`src/multi_radix_number_parser_defines.svh`:
```
// Assertion macros for the multi-radix number parser.
`ifndef MULTI_RADIX_NUMBER_PARSER_DEFINES_SVH
`define MULTI_RADIX_NUMBER_PARSER_DEFINES_SVH

// Same-cycle implication, disabled while reset is asserted.
`define MRNP_ASSERT_NOW(label, ante, cons, msg) \
  label: assert property (@(posedge clk) disable iff (rst) (ante) |-> (cons)) \
    else $error(msg);

// Next-cycle implication, disabled while reset is asserted.
`define MRNP_ASSERT_NEXT(label, ante, cons, msg) \
  label: assert property (@(posedge clk) disable iff (rst) (ante) |=> (cons)) \
    else $error(msg);

`endif

```
`src/mrnp_pkg.sv`:
```
// Package with types and constants of the multi-radix number parser.
`timescale 1ns / 1ps

package mrnp_pkg;

  // Accumulator width; the value output carries the low 32 bits.
  localparam int VALUE_BITS = 32;

  // ASCII codes used by the prefix and digit decoding.
  localparam logic [7:0] CH_ZERO  = 8'd48;
  localparam logic [7:0] CH_ONE   = 8'd49;
  localparam logic [7:0] CH_NINE  = 8'd57;
  localparam logic [7:0] CH_UC_A  = 8'd65;
  localparam logic [7:0] CH_UC_F  = 8'd70;
  localparam logic [7:0] HEX_BIAS = 8'd55;
  localparam logic [7:0] CH_X     = 8'h78;
  localparam logic [7:0] CH_O     = 8'h6f;
  localparam logic [7:0] CH_B     = 8'h62;

  typedef enum logic [2:0] {
    PH_START   = 3'd0,
    PH_ZERO    = 3'd1,
    PH_HEX     = 3'd2,
    PH_DEC     = 3'd3,
    PH_OCT     = 3'd4,
    PH_BIN     = 3'd5,
    PH_UNKNOWN = 3'd6
  } phase_t;

  typedef enum logic [1:0] {
    RK_HEX = 2'd0,
    RK_DEC = 2'd1,
    RK_OCT = 2'd2,
    RK_BIN = 2'd3
  } radix_kind_t;

  typedef enum logic [2:0] {
    ST_OK             = 3'd0,
    ST_UNKNOWN_PREFIX = 3'd1,
    ST_BAD_HEX        = 3'd2,
    ST_BAD_DEC        = 3'd3,
    ST_DEC_OVERFLOW   = 3'd4
  } status_t;

endpackage

```
`src/multi_radix_number_parser.sv`:
```
// A beat is held in the input register and its result is registered in the result register,
// which raises out_valid once the last character advances out of the input register.
// Throughput: one character per cycle, set by the combinational shift-add of the accumulator.
// A waiting result only holds back a last character; other characters keep flowing.
// Reset (rst, synchronous): parser back to start of string, both stages empty.
`timescale 1ns / 1ps
`include "multi_radix_number_parser_defines.svh"

module multi_radix_number_parser (
  input  logic        clk,
  input  logic        rst,
  input  logic        in_valid,
  output logic        in_stall,
  input  logic [7:0]  char_code,
  input  logic        last_char,
  output logic        out_valid,
  input  logic        out_stall,
  output logic [31:0] value,
  output logic [1:0]  radix_kind,
  output logic [2:0]  status
);

  localparam int VB = mrnp_pkg::VALUE_BITS;

  // Input register
  logic       in_reg_valid;
  logic [7:0] char_reg;
  logic       last_reg;

  // Parser state
  mrnp_pkg::phase_t phase, phase_next;
  logic [VB-1:0]    acc, acc_next;
  logic             overflow_seen, overflow_seen_next;
  logic             bad_char_seen, bad_char_seen_next;
  logic             run_open, run_open_next;

  // Result values
  mrnp_pkg::radix_kind_t kind_res;
  mrnp_pkg::status_t     status_res;
  logic [31:0]           value_res;

  logic advance;

  // Character decode
  logic          is_dec, is_uc_hex;
  logic [7:0]    dec_off, hex_off;
  logic [3:0]    dec_d, hex_d, oct_d;
  logic [VB+3:0] dec_wide;

  // A last character needs the result slot free; others always advance.
  assign advance  = in_reg_valid && (!last_reg || !out_valid || !out_stall);
  assign in_stall = in_reg_valid && !advance;

  assign is_dec    = (char_reg >= mrnp_pkg::CH_ZERO) && (char_reg <= mrnp_pkg::CH_NINE);
  assign is_uc_hex = (char_reg >= mrnp_pkg::CH_UC_A) && (char_reg <= mrnp_pkg::CH_UC_F);
  assign dec_off   = char_reg - mrnp_pkg::CH_ZERO;
  assign hex_off   = char_reg - mrnp_pkg::HEX_BIAS;
  assign dec_d     = dec_off[3:0];
  assign hex_d     = is_dec ? dec_d : hex_off[3:0];
  assign oct_d     = is_dec ? dec_d : 4'd0;

  // acc * 10 + digit, wide enough to expose a carry past the value width
  assign dec_wide = {1'b0, acc, 3'b000} + {3'b000, acc, 1'b0} + {{VB{1'b0}}, dec_d};

  // Next parser state
  always_comb begin
    logic do_dec;
    do_dec             = 1'b0;
    phase_next         = phase;
    acc_next           = acc;
    overflow_seen_next = overflow_seen;
    bad_char_seen_next = bad_char_seen;
    run_open_next      = run_open;
    case (phase)
      mrnp_pkg::PH_START: begin
        if (char_reg == mrnp_pkg::CH_ZERO) begin
          phase_next = mrnp_pkg::PH_ZERO;
        end else if (is_dec) begin
          phase_next = mrnp_pkg::PH_DEC;
          do_dec     = 1'b1;
        end else if (char_reg == mrnp_pkg::CH_O) begin
          phase_next = mrnp_pkg::PH_OCT;
        end else if (char_reg == mrnp_pkg::CH_B) begin
          phase_next = mrnp_pkg::PH_BIN;
        end else begin
          phase_next = mrnp_pkg::PH_UNKNOWN;
        end
      end
      mrnp_pkg::PH_ZERO: begin
        if (char_reg == mrnp_pkg::CH_X) begin
          phase_next = mrnp_pkg::PH_HEX;
        end else begin
          phase_next = mrnp_pkg::PH_DEC;
          do_dec     = 1'b1;
        end
      end
      mrnp_pkg::PH_HEX: begin
        if (is_dec || is_uc_hex) begin
          acc_next = {acc[VB-5:0], hex_d};
        end else begin
          bad_char_seen_next = 1'b1;
        end
      end
      mrnp_pkg::PH_DEC: begin
        do_dec = 1'b1;
      end
      mrnp_pkg::PH_OCT: begin
        // 8 and 9 are taken as digits too
        acc_next = {acc[VB-4:0], 3'b000} + {{(VB-4){1'b0}}, oct_d};
      end
      mrnp_pkg::PH_BIN: begin
        acc_next = {acc[VB-2:0], char_reg == mrnp_pkg::CH_ONE};
      end
      default: begin
        phase_next = mrnp_pkg::PH_UNKNOWN;
      end
    endcase
    // Decimal step: overflow only counts during the leading digit run
    if (do_dec) begin
      if (is_dec) begin
        if (run_open && (dec_wide[VB+3:VB] != 4'd0)) begin
          overflow_seen_next = 1'b1;
        end
        acc_next = dec_wide[VB-1:0];
      end else begin
        run_open_next      = 1'b0;
        bad_char_seen_next = 1'b1;
      end
    end
  end

  // Result of a string ending with this character
  always_comb begin
    kind_res   = mrnp_pkg::RK_HEX;
    status_res = mrnp_pkg::ST_OK;
    case (phase_next)
      mrnp_pkg::PH_HEX: begin
        kind_res   = mrnp_pkg::RK_HEX;
        status_res = bad_char_seen_next ? mrnp_pkg::ST_BAD_HEX : mrnp_pkg::ST_OK;
      end
      mrnp_pkg::PH_ZERO, mrnp_pkg::PH_DEC: begin
        kind_res = mrnp_pkg::RK_DEC;
        if (overflow_seen_next) begin
          status_res = mrnp_pkg::ST_DEC_OVERFLOW;
        end else if (bad_char_seen_next) begin
          status_res = mrnp_pkg::ST_BAD_DEC;
        end else begin
          status_res = mrnp_pkg::ST_OK;
        end
      end
      mrnp_pkg::PH_OCT: begin
        kind_res = mrnp_pkg::RK_OCT;
      end
      mrnp_pkg::PH_BIN: begin
        kind_res = mrnp_pkg::RK_BIN;
      end
      default: begin
        kind_res   = mrnp_pkg::RK_HEX;
        status_res = mrnp_pkg::ST_UNKNOWN_PREFIX;
      end
    endcase
  end

  // Errors report a zero value
  assign value_res = (status_res == mrnp_pkg::ST_OK) ? 32'(acc_next) : 32'd0;

  // Input register stage
  always_ff @(posedge clk) begin
    if (rst) begin
      in_reg_valid <= 1'b0;
    end else if (in_valid && !in_stall) begin
      in_reg_valid <= 1'b1;
    end else if (advance) begin
      in_reg_valid <= 1'b0;
    end
    if (in_valid && !in_stall) begin
      char_reg <= char_code;
      last_reg <= last_char;
    end
  end

  // Parser state update; a last character returns to start of string
  always_ff @(posedge clk) begin
    if (rst) begin
      phase         <= mrnp_pkg::PH_START;
      acc           <= '0;
      overflow_seen <= 1'b0;
      bad_char_seen <= 1'b0;
      run_open      <= 1'b1;
    end else if (advance) begin
      if (last_reg) begin
        phase         <= mrnp_pkg::PH_START;
        acc           <= '0;
        overflow_seen <= 1'b0;
        bad_char_seen <= 1'b0;
        run_open      <= 1'b1;
      end else begin
        phase         <= phase_next;
        acc           <= acc_next;
        overflow_seen <= overflow_seen_next;
        bad_char_seen <= bad_char_seen_next;
        run_open      <= run_open_next;
      end
    end
  end

  // Result register
  always_ff @(posedge clk) begin
    if (rst) begin
      out_valid <= 1'b0;
    end else if (advance && last_reg) begin
      out_valid <= 1'b1;
    end else if (!out_stall) begin
      out_valid <= 1'b0;
    end
    if (advance && last_reg) begin
      value      <= value_res;
      radix_kind <= kind_res;
      status     <= status_res;
    end
  end

  // Checks
  `MRNP_ASSERT_NOW(a_err_value_zero, out_valid && (status != mrnp_pkg::ST_OK),
                   value == 32'd0, "error result carries a nonzero value")
  `MRNP_ASSERT_NOW(a_unknown_is_hex, out_valid && (status == mrnp_pkg::ST_UNKNOWN_PREFIX),
                   radix_kind == mrnp_pkg::RK_HEX, "unknown prefix with nonzero radix kind")
  `MRNP_ASSERT_NEXT(a_last_restarts, advance && last_reg,
                    (phase == mrnp_pkg::PH_START) && (acc == '0) && out_valid,
                    "last character did not restart the parser")
  `MRNP_ASSERT_NEXT(a_held_beat, in_stall,
                    in_reg_valid && $stable(char_reg) && $stable(last_reg),
                    "held input beat changed")

endmodule

```
`config.mk`:
```
export PLATFORM = sky130hd
export DESIGN_NAME = multi_radix_number_parser
export DESIGN_NICKNAME = d
export VERILOG_FILES = /design/src/mrnp_pkg.sv /design/src/multi_radix_number_parser.sv
export VERILOG_INCLUDE_DIRS = /design/src /design/src/src
export SDC_FILE = /design/constraint.sdc
export NUM_CORES = 1
export LEC_CHECK = 0
export BUFFER_PORTS_ARGS = -buffer_cell sky130_fd_sc_hd__buf_2
export CORE_MARGIN = 4
export CORE_UTILIZATION = 45
export DETAILED_ROUTE_END_ITERATION = 8
export PLACE_DENSITY = 0.76
export SLEW_MARGIN = 15
export SYNTH_ARGS = -nofsm -noshare
export SYNTH_HDL_FRONTEND = slang
export SYNTH_SLANG_ARGS = --single-unit
```
`constraint.sdc`:
```
create_clock -name clk -period 3.7 [get_ports clk]
set_input_delay 0.925 -clock clk [delete_from_list [all_inputs] [get_ports clk]]
set_output_delay 0.925 -clock clk [all_outputs]
set_load 0.01 [all_outputs]
```
==> impl_results.md, run 1 <==
* Status: complete, no violations
* Worst-margin pin slew at 1.140 ns
* Global route overflow at 0
* Via count at 7308
* TritonCTS clock tree: yes
* Worst Hold Class: flip-flop to flip-flop
* Synth async-reset ratio at 0
* Fmax at 0.2815 GHz
* Ys flop type: edfxtp_1
* ANT cells at 0
* Startpoint types: flip-flop
* Final wirelength at 21950 um
* Die ar. at 18280 um^2
* Number of synthesized flops with an enable pin at 46
* Netlist cell types at 73
* Seq pwr share at 0.456
* Pin count of the biggest net entering global routing at 40
* Final Power at 2.284 mW
* Syn_nets at 970
* Antenna-violating nets left at 0
* Post-synth top area cell: edfxtp_1
* Initial antenna violation count at 0
* Switching portion of total power at 0.2556
* Final cell count without fillers at 1161
* Mean post-synth cell area at 8.227 um^2
* Total CTS buffers at 9
* Slew HR at 0.2399
* Final setup fails at 0
* Vias in the first global route at 6833
* Worst EP required at 3.81 ns
* Mapped Area at 7281 um^2
* Crit. End Element: flip-flop
* Placed cells at 1142
* First-pass GRT wire length at 35270 um
* # port buffers at 51
* Starting Density at 0.4583
* Core Region at 15890 um^2
* CTS max path bufs at 2
* MaxCap Viol Count at 0
* Syn Inst Count at 885
* Max-slew violations at 0
* Detailed Route Iter0 Violations at 1004
* FF+latch count, synth at 86
* Clock share of power at 0.439
* Detailed placement HPWL at 16000 um
* H-tree levels at 3
* Logic pwr share at 0.105
* FP Rows at 46
* Setup Slack @ Placement at 0.009451 ns
* # clock sinks at 86
* Worst ir drop on vdd at 300.4 uV
* RePlAce Congestion at 0.9509
* Crit Path Class: flip-flop to flip-flop
* Die Width at 135.2 um
* DR vias/cell at 6.295
* Share of cells above drive strength 1 at 0.1598
* DR WL/cell at 18.91 um
* DRC viols at 0
* CTS Root Cell: clkbuf_16
* Worst setup margin at 0.1471 ns
* Psw at 0.5837 mW
* Die height at 135.2 um
* Top cells by area, synth: edfxtp_1 19%, ha_1 12%, dfxtp_1 11%
* Crit-path max FO at 5
* Yosys top cell area share at 0.1897
* Worst reg-to-reg setup slack at 0.15 ns
* I/O pins at 52
* Synth warn at 0
* Tmin final at 3.553 ns
* Final Cycle Share at 0.9602
* Power Internal at 1.700 mW
* Crit path arrival time at 3.66 ns
* Area Overhead vs Synth at 14.83%
* GRT Util Overall at 0.2401
* Clock Pin Slew Worst Setup and Hold Paths at 0.07 ns
* Clk Latency, worst-skew pair at 0.36 ns
* Sequential share of the synthesized area at 0.2997
* Clk_skew at 0.008261 ns
* First-pass iteration count of the detailed router at 8
* Leakage at 3.478 nW
* Final hold viol count at 0
* P per Cell Area at 273.1 nW/um^2
* Final net count at 1025
* # hold bufs at CTS at 0
[path summary, 6_finish.rpt]
check                                           start                    end  cells after the start
worst max-delay path            char_reg[3]$_DFFE_PP_    status[0]$_DFFE_PP_                     13
worst max register to register  char_reg[3]$_DFFE_PP_    status[0]$_DFFE_PP_                     13
worst min-delay path            run_open$_SDFFE_PP1P_  run_open$_SDFFE_PP1P_                      2
worst min register to register  run_open$_SDFFE_PP1P_  run_open$_SDFFE_PP1P_                      2
[critical path, stage by stage, from the launching register on]
cell,delay (ns)
edfxtp_1,0.34
inv_1,0.07
fa_1,0.53
inv_1,0.07
ha_1,0.20
a21oi_1,0.23
a211oi_1,0.13
o31ai_1,0.45
a21oi_1,0.16
or3_1,0.32
and3_1,0.19
a31o_4,0.27
buf_4,0.14
a31o_2,0.22
[routing by layer]
| metal | vias to the layer above | GRT usage | wire length, um |
|---|---|---|---|
| met5 | - | 0 | 0 |
| met3 | 79 | 0.03715 | 1704 |
| met2 | 345 | 0.3684 | 9682 |
| met1 | 3452 | 0.3265 | 9474 |
| li1 | 3432 | - | - |
| met4 | 0 | 0.1271 | 1091 |
[cell type report]
cell class / count / area (um^2)
clock inverter: 5 / 82.58
tap: 216 / 270.3
sequential: 86 / 2185
clock buffer: 11 / 232.7
fill: 1497 / 7525
timing repair buffer: 110 / 723.2
multi-input combinational: 709 / 4777
inverter: 24 / 90.09
[logic make-up after synthesis]
kind of cell / Yosys count / share of synthesized area
AND/OR/NAND/NOR: 322 / 0.2150
buffers and inverters: 90 / 0.05499
flip-flops: 86 / 0.2997
AO/OA/AOI/OAI: 262 / 0.2404
multiplexers: 2 / 0.002750
XOR/XNOR: 51 / 0.06135
adder cells (fa/ha/maj): 72 / 0.1258
[stage by stage]
step | setup TNS (ns) | hold WS [ns] | cell area, um^2 | utilization
3_3_place_gp | 0 | 0.4500 | 7954 | 0.5007
4_1_cts | 0 | 0.4697 | 8280 | 0.5213
5_1_grt | -0.0007496 | 0.5085 | 8361 | 0.5263
3_5_place_dp | 0 | 0.4608 | 7954 | 0.5007
6_report | 0 | 0.4884 | 8361 | 0.5263
2_1_floorplan | 0 | 0.4346 | 7284 | -
[power by group through the flow]
stage	Clock, mW	Combinational, mW	Sequential [mW]
after floorplan	0	0.144	1.06
after global placement	0	0.229	1.06
after detailed placement	0	0.231	1.06
after CTS	1.00	0.232	1.04
after global routing	1.04	0.259	1.04
final	1.00	0.240	1.04
[repair_timing]
action	CTS	global route
setup buffers	0	3
setup endpoints to repair	1	37
resized for setup	1	16
hold endpoints to repair	0	0
cloned	0	0
pin swaps	0	4
[cells in the mapped netlist, types with 4 or more instances]
cell type and instances:
and3_1 15, or3_1 9, and4_1 6, o211ai_1 13, a22o_1 10, nand4_1 24
o21ai_1 7, inv_1 23, nor3_1 17, a21o_1 8, nand3_1 39, nor2_1 83
nor2b_1 5, o21bai_1 5, ha_1 70, a222oi_1 17, dfxtp_1 40, a211oi_1 6
buf_2 29, a22oi_1 11, xor2_1 15, a221oi_1 7, a21oi_1 60, o21ai_0 70
a2bb2oi_1 4, o22ai_1 4, edfxtp_1 46, nor4_1 6, o31ai_1 4, xnor2_1 36
nand2_1 95, clkbuf_1 29, a221o_1 4
[layout by cell type (no fill, tap or decap), types with 10 or more instances in the layout]
master,synthesis,final
nand2_1,95,95
nor2_1,83,79
ha_1,70,70
o21ai_0,70,67
a21oi_1,60,57
buf_4,3,57
buf_2,29,51
edfxtp_1,46,46
nand3_1,39,39
dfxtp_1,40,38
xnor2_1,36,36
nand4_1,24,24
inv_1,23,23
a222oi_1,17,17
nor3_1,17,16
and3_1,15,15
xor2_1,15,15
o211ai_1,13,13
a22oi_1,11,11
o21ai_1,7,10
a22o_1,10,10
Note: power is estimated with default switching activity, not from simulation.
==> run 2: changes to the inputs <==
Settings changed: RECOVER_POWER set to 100.
==> run 2 against run 1 <==
Compared with the run above:
- the run now ends with max-capacitance violations, max-slew violations left
- sequential power about the same
- power decreased by 0.21%
- clock power hardly changed
- critical path type unchanged
- count of clock-buffer cells in the layout did not move
- worst hold slack improved by 0.00080 ns
- cell area shrank 1.0%
- worst setup slack improved by 0.019 ns
==> impl_results.md, run 2 (same netlist as run 1, synthesis figures left out) <==
* ANT cells at 0 (unchanged)
* Worst EP required at 3.81 ns (about the same)
* Startpoint of the worst-slack reg-to-reg timing path: char_reg[3]$_DFFE_PP_ (unchanged)
* WL met3 at 1602 um (was 1704 um)
* Fmax at 0.2830 GHz (was 0.2815 GHz)
* Final setup fails at 0 (unchanged)
* Worst R2R Path Depth at 13 (unchanged)
* GRT Util Overall at 0.2401 (unchanged)
* Commonest non-fill, non-tap cell in the layout: nand2_1 (unchanged)
* Clock Pin Slew Worst Setup and Hold Paths at 0.06 ns (was 0.07 ns)
* Initial antenna violation count at 0 (unchanged)
* Worst-margin pin slew at 2.270 ns (was 1.140 ns)
* Crit-path max FO at 5 (unchanged)
* DRT met1 WL at 9558 um (was 9474 um)
* Area Overhead vs Synth at 13.68% (was 14.83%)
* CP max-delay cell: fa_1 (unchanged)
* TritonCTS clock tree: yes (unchanged)
* Final hold viol count at 0 (unchanged)
* Detailed placement HPWL at 16000 um (unchanged)
* # clock sinks at 86 (unchanged)
* Violated checks: max-capacitance violations, max-slew violations
* Die Width at 135.2 um (unchanged)
* First-pass iteration count of the detailed router at 7 (was 8)
* Die height at 135.2 um (unchanged)
* Critical Path Stages at 13 (unchanged)
* CP bufs+invs at 3 (unchanged)
* Worst Hold Class: flip-flop to flip-flop (unchanged)
* Core Region at 15890 um^2 (unchanged)
* Setup TNS Final at 0 ns (unchanged)
* Hold Path Stages at 2 (unchanged)
* First-pass GRT wire length at 35270 um (unchanged)
* Most frequent cells in the layout: 95 x nand2_1, 80 x nor2_1, 70 x o21ai_0, 70 x ha_1, 57 x a21oi_1 (was 95 x nand2_1, 79 x nor2_1, 70 x ha_1)
* I/O pins at 52 (unchanged)
* Leakage at 3.335 nW (was 3.478 nW)
* Reg2reg end: status[0]$_DFFE_PP_ (unchanged)
* FILL cells at 1532 (was 1497)
* P per Cell Area at 275.3 nW/um^2 (was 273.1 nW/um^2)
* Total CTS buffers at 9 (unchanged)
* CP top delay family: compound AO/OA/AOI/OAI gates (unchanged)
* Max-slew violations at 40 (was 0)
* Final net count at 1025 (unchanged)
* Crit. End Element: flip-flop (unchanged)
* Met2 WL at 9617 um (was 9682 um)
* Crit path arrival time at 3.64 ns (was 3.66 ns)
* Util after Layout at 0.5210 (was 0.5263)
* DR top layer: met4 (unchanged)
* Final Power at 2.279 mW (was 2.284 mW)
* H-tree levels at 3 (unchanged)
* RePlAce Congestion at 0.9509 (unchanged)
* Die ar. at 18280 um^2 (unchanged)
* Clk Latency, worst-skew pair at 0.36 ns (about the same)
* Vias in the first global route at 6833 (unchanged)
* Share of cells above drive strength 1 at 0.1122 (was 0.1598)
* FP Rows at 46 (unchanged)
* Clk_skew at 0.007275 ns (was 0.008261 ns)
* Slew HR at -0.5131 (was 0.2399)
* CTS max path bufs at 2 (unchanged)
* Worst Hold Path EP: run_open$_SDFFE_PP1P_ (unchanged)
* MaxCap Viol Count at 1 (was 0)
* Global route overflow at 0 (unchanged)
* Worst ir drop on vdd at 300.5 uV (was 300.4 uV)
* Final wirelength at 21950 um (about the same)
* Starting Density at 0.4583 (unchanged)
* Startpoint types: flip-flop (unchanged)
* DR WL/cell at 18.91 um (about the same)
* Critical Path, Cell by Cell: inv_1 > fa_1 > inv_1 > ha_1 > a21oi_1 > a211oi_1 > o31ai_1 > a21oi_1 > or3_1 > and3_1 > a31o_4 > clkbuf_4 > a31o_2 (was inv_1 > fa_1 > inv_1 > ha_1 > a21oi_1 > a211oi_1 > o31ai_1 > a21oi_1 > or3_1 > and3_1 > a31o_4 > buf_4 > a31o_2)
* Crit Path Class: flip-flop to flip-flop (unchanged)
* Worst reg-to-reg setup slack at 0.17 ns (was 0.15 ns)
* CTS Root Cell: clkbuf_16 (unchanged)
* Slowest stage delay, CP at 0.53 ns (about the same)
* Tmin final at 3.534 ns (was 3.553 ns)
* RSZ-0062 raised after global routing: false
* Antenna-violating nets left at 0 (unchanged)
* # port buffers at 51 (unchanged)
* Final Cycle Share at 0.9551 (was 0.9602)
* Hold Startpoint: run_open$_SDFFE_PP1P_ (unchanged)
* Via count at 7308 (unchanged)
* Detailed Route Iter0 Violations at 965 (was 1004)
* Status: finished, violations left (was complete, no violations)
* # hold bufs at CTS at 0 (unchanged)
* Pin count of the biggest net entering global routing at 40 (unchanged)
* DR vias/cell at 6.295 (unchanged)
* DRC viols at 0 (unchanged)
run 2: worst max path at each step:
stage | startpoint | to | slack [ns]
2_1_floorplan | char_reg[3]$_DFFE_PP_ | value[28]$_SDFFCE_PP0P_ | 0.06
3_3_place_gp | char_reg[3]$_DFFE_PP_ | value[29]$_SDFFCE_PP0P_ | 0.08
3_5_place_dp | char_reg[3]$_DFFE_PP_ | value[15]$_SDFFCE_PP0P_ | 0.009
4_1_cts | char_reg[3]$_DFFE_PP_ | value[15]$_SDFFCE_PP0P_ | 0.01
5_1_grt | acc[25]$_SDFFE_PP0P_ | value[29]$_SDFFCE_PP0P_ | 0.001
6_report | char_reg[3]$_DFFE_PP_ | status[0]$_DFFE_PP_ | 0.17
run 2: metal layers:
metal	GRT usage	vias up
li1	-	3432
met4	0.1271	0
met2	0.3684	353
met3	0.03715	82
met5	0	-
met1	0.3265	3441
run 2: cell type report:
class	instances	area [um^2]	area share
well taps	216	270.3	0.03265
inverters	24	90.09	0.01088
clock buffers	11	232.7	0.02812
clock inverters	5	82.58	0.009977
repair buffers	110	653.1	0.07891
multi-input cells	709	4763	0.5755
flip-flops and latches	86	2185	0.2639
run 2: worst reg2reg max path, stage by stage (launching register included):
cell and delay, ns:
edfxtp_1 0.34, inv_1 0.07, fa_1 0.53, inv_1 0.07, ha_1 0.20, a21oi_1 0.23
a211oi_1 0.13, o31ai_1 0.44, a21oi_1 0.15, or3_1 0.32, and3_1 0.19, a31o_4 0.27
clkbuf_4 0.14, a31o_2 0.22
run 2: timing repair:
item	CTS	global route
pin swaps	0	4
cloned	0	0
setup endpoints to repair	1	37
gates resized for setup	1	16
buffers inserted	0	3
run 2: through the flow:
step | instances | hold slack (ns) | setup slack [ns] | instance area [um^2]
after floorplan | 885 | 0.4346 | 0.06039 | 7284
after global placement | 1142 | 0.4500 | 0.08278 | 7954
after detailed placement | 1142 | 0.4608 | 0.009451 | 7954
after CTS | 1158 | 0.4697 | 0.01338 | 8280
after global routing | 1161 | 0.5085 | 0.001422 | 8277
final | 1161 | 0.4892 | 0.1661 | 8277
run 2: power by group:
| group | leakage (nW) | total, mW | internal, mW | switching (mW) |
|---|---|---|---|---|
| combinational | 2.40 | 0.235 | 0.0772 | 0.158 |
| clock | 0.154 | 1.00 | 0.595 | 0.407 |
| sequential | 0.779 | 1.04 | 1.02 | 0.0177 |
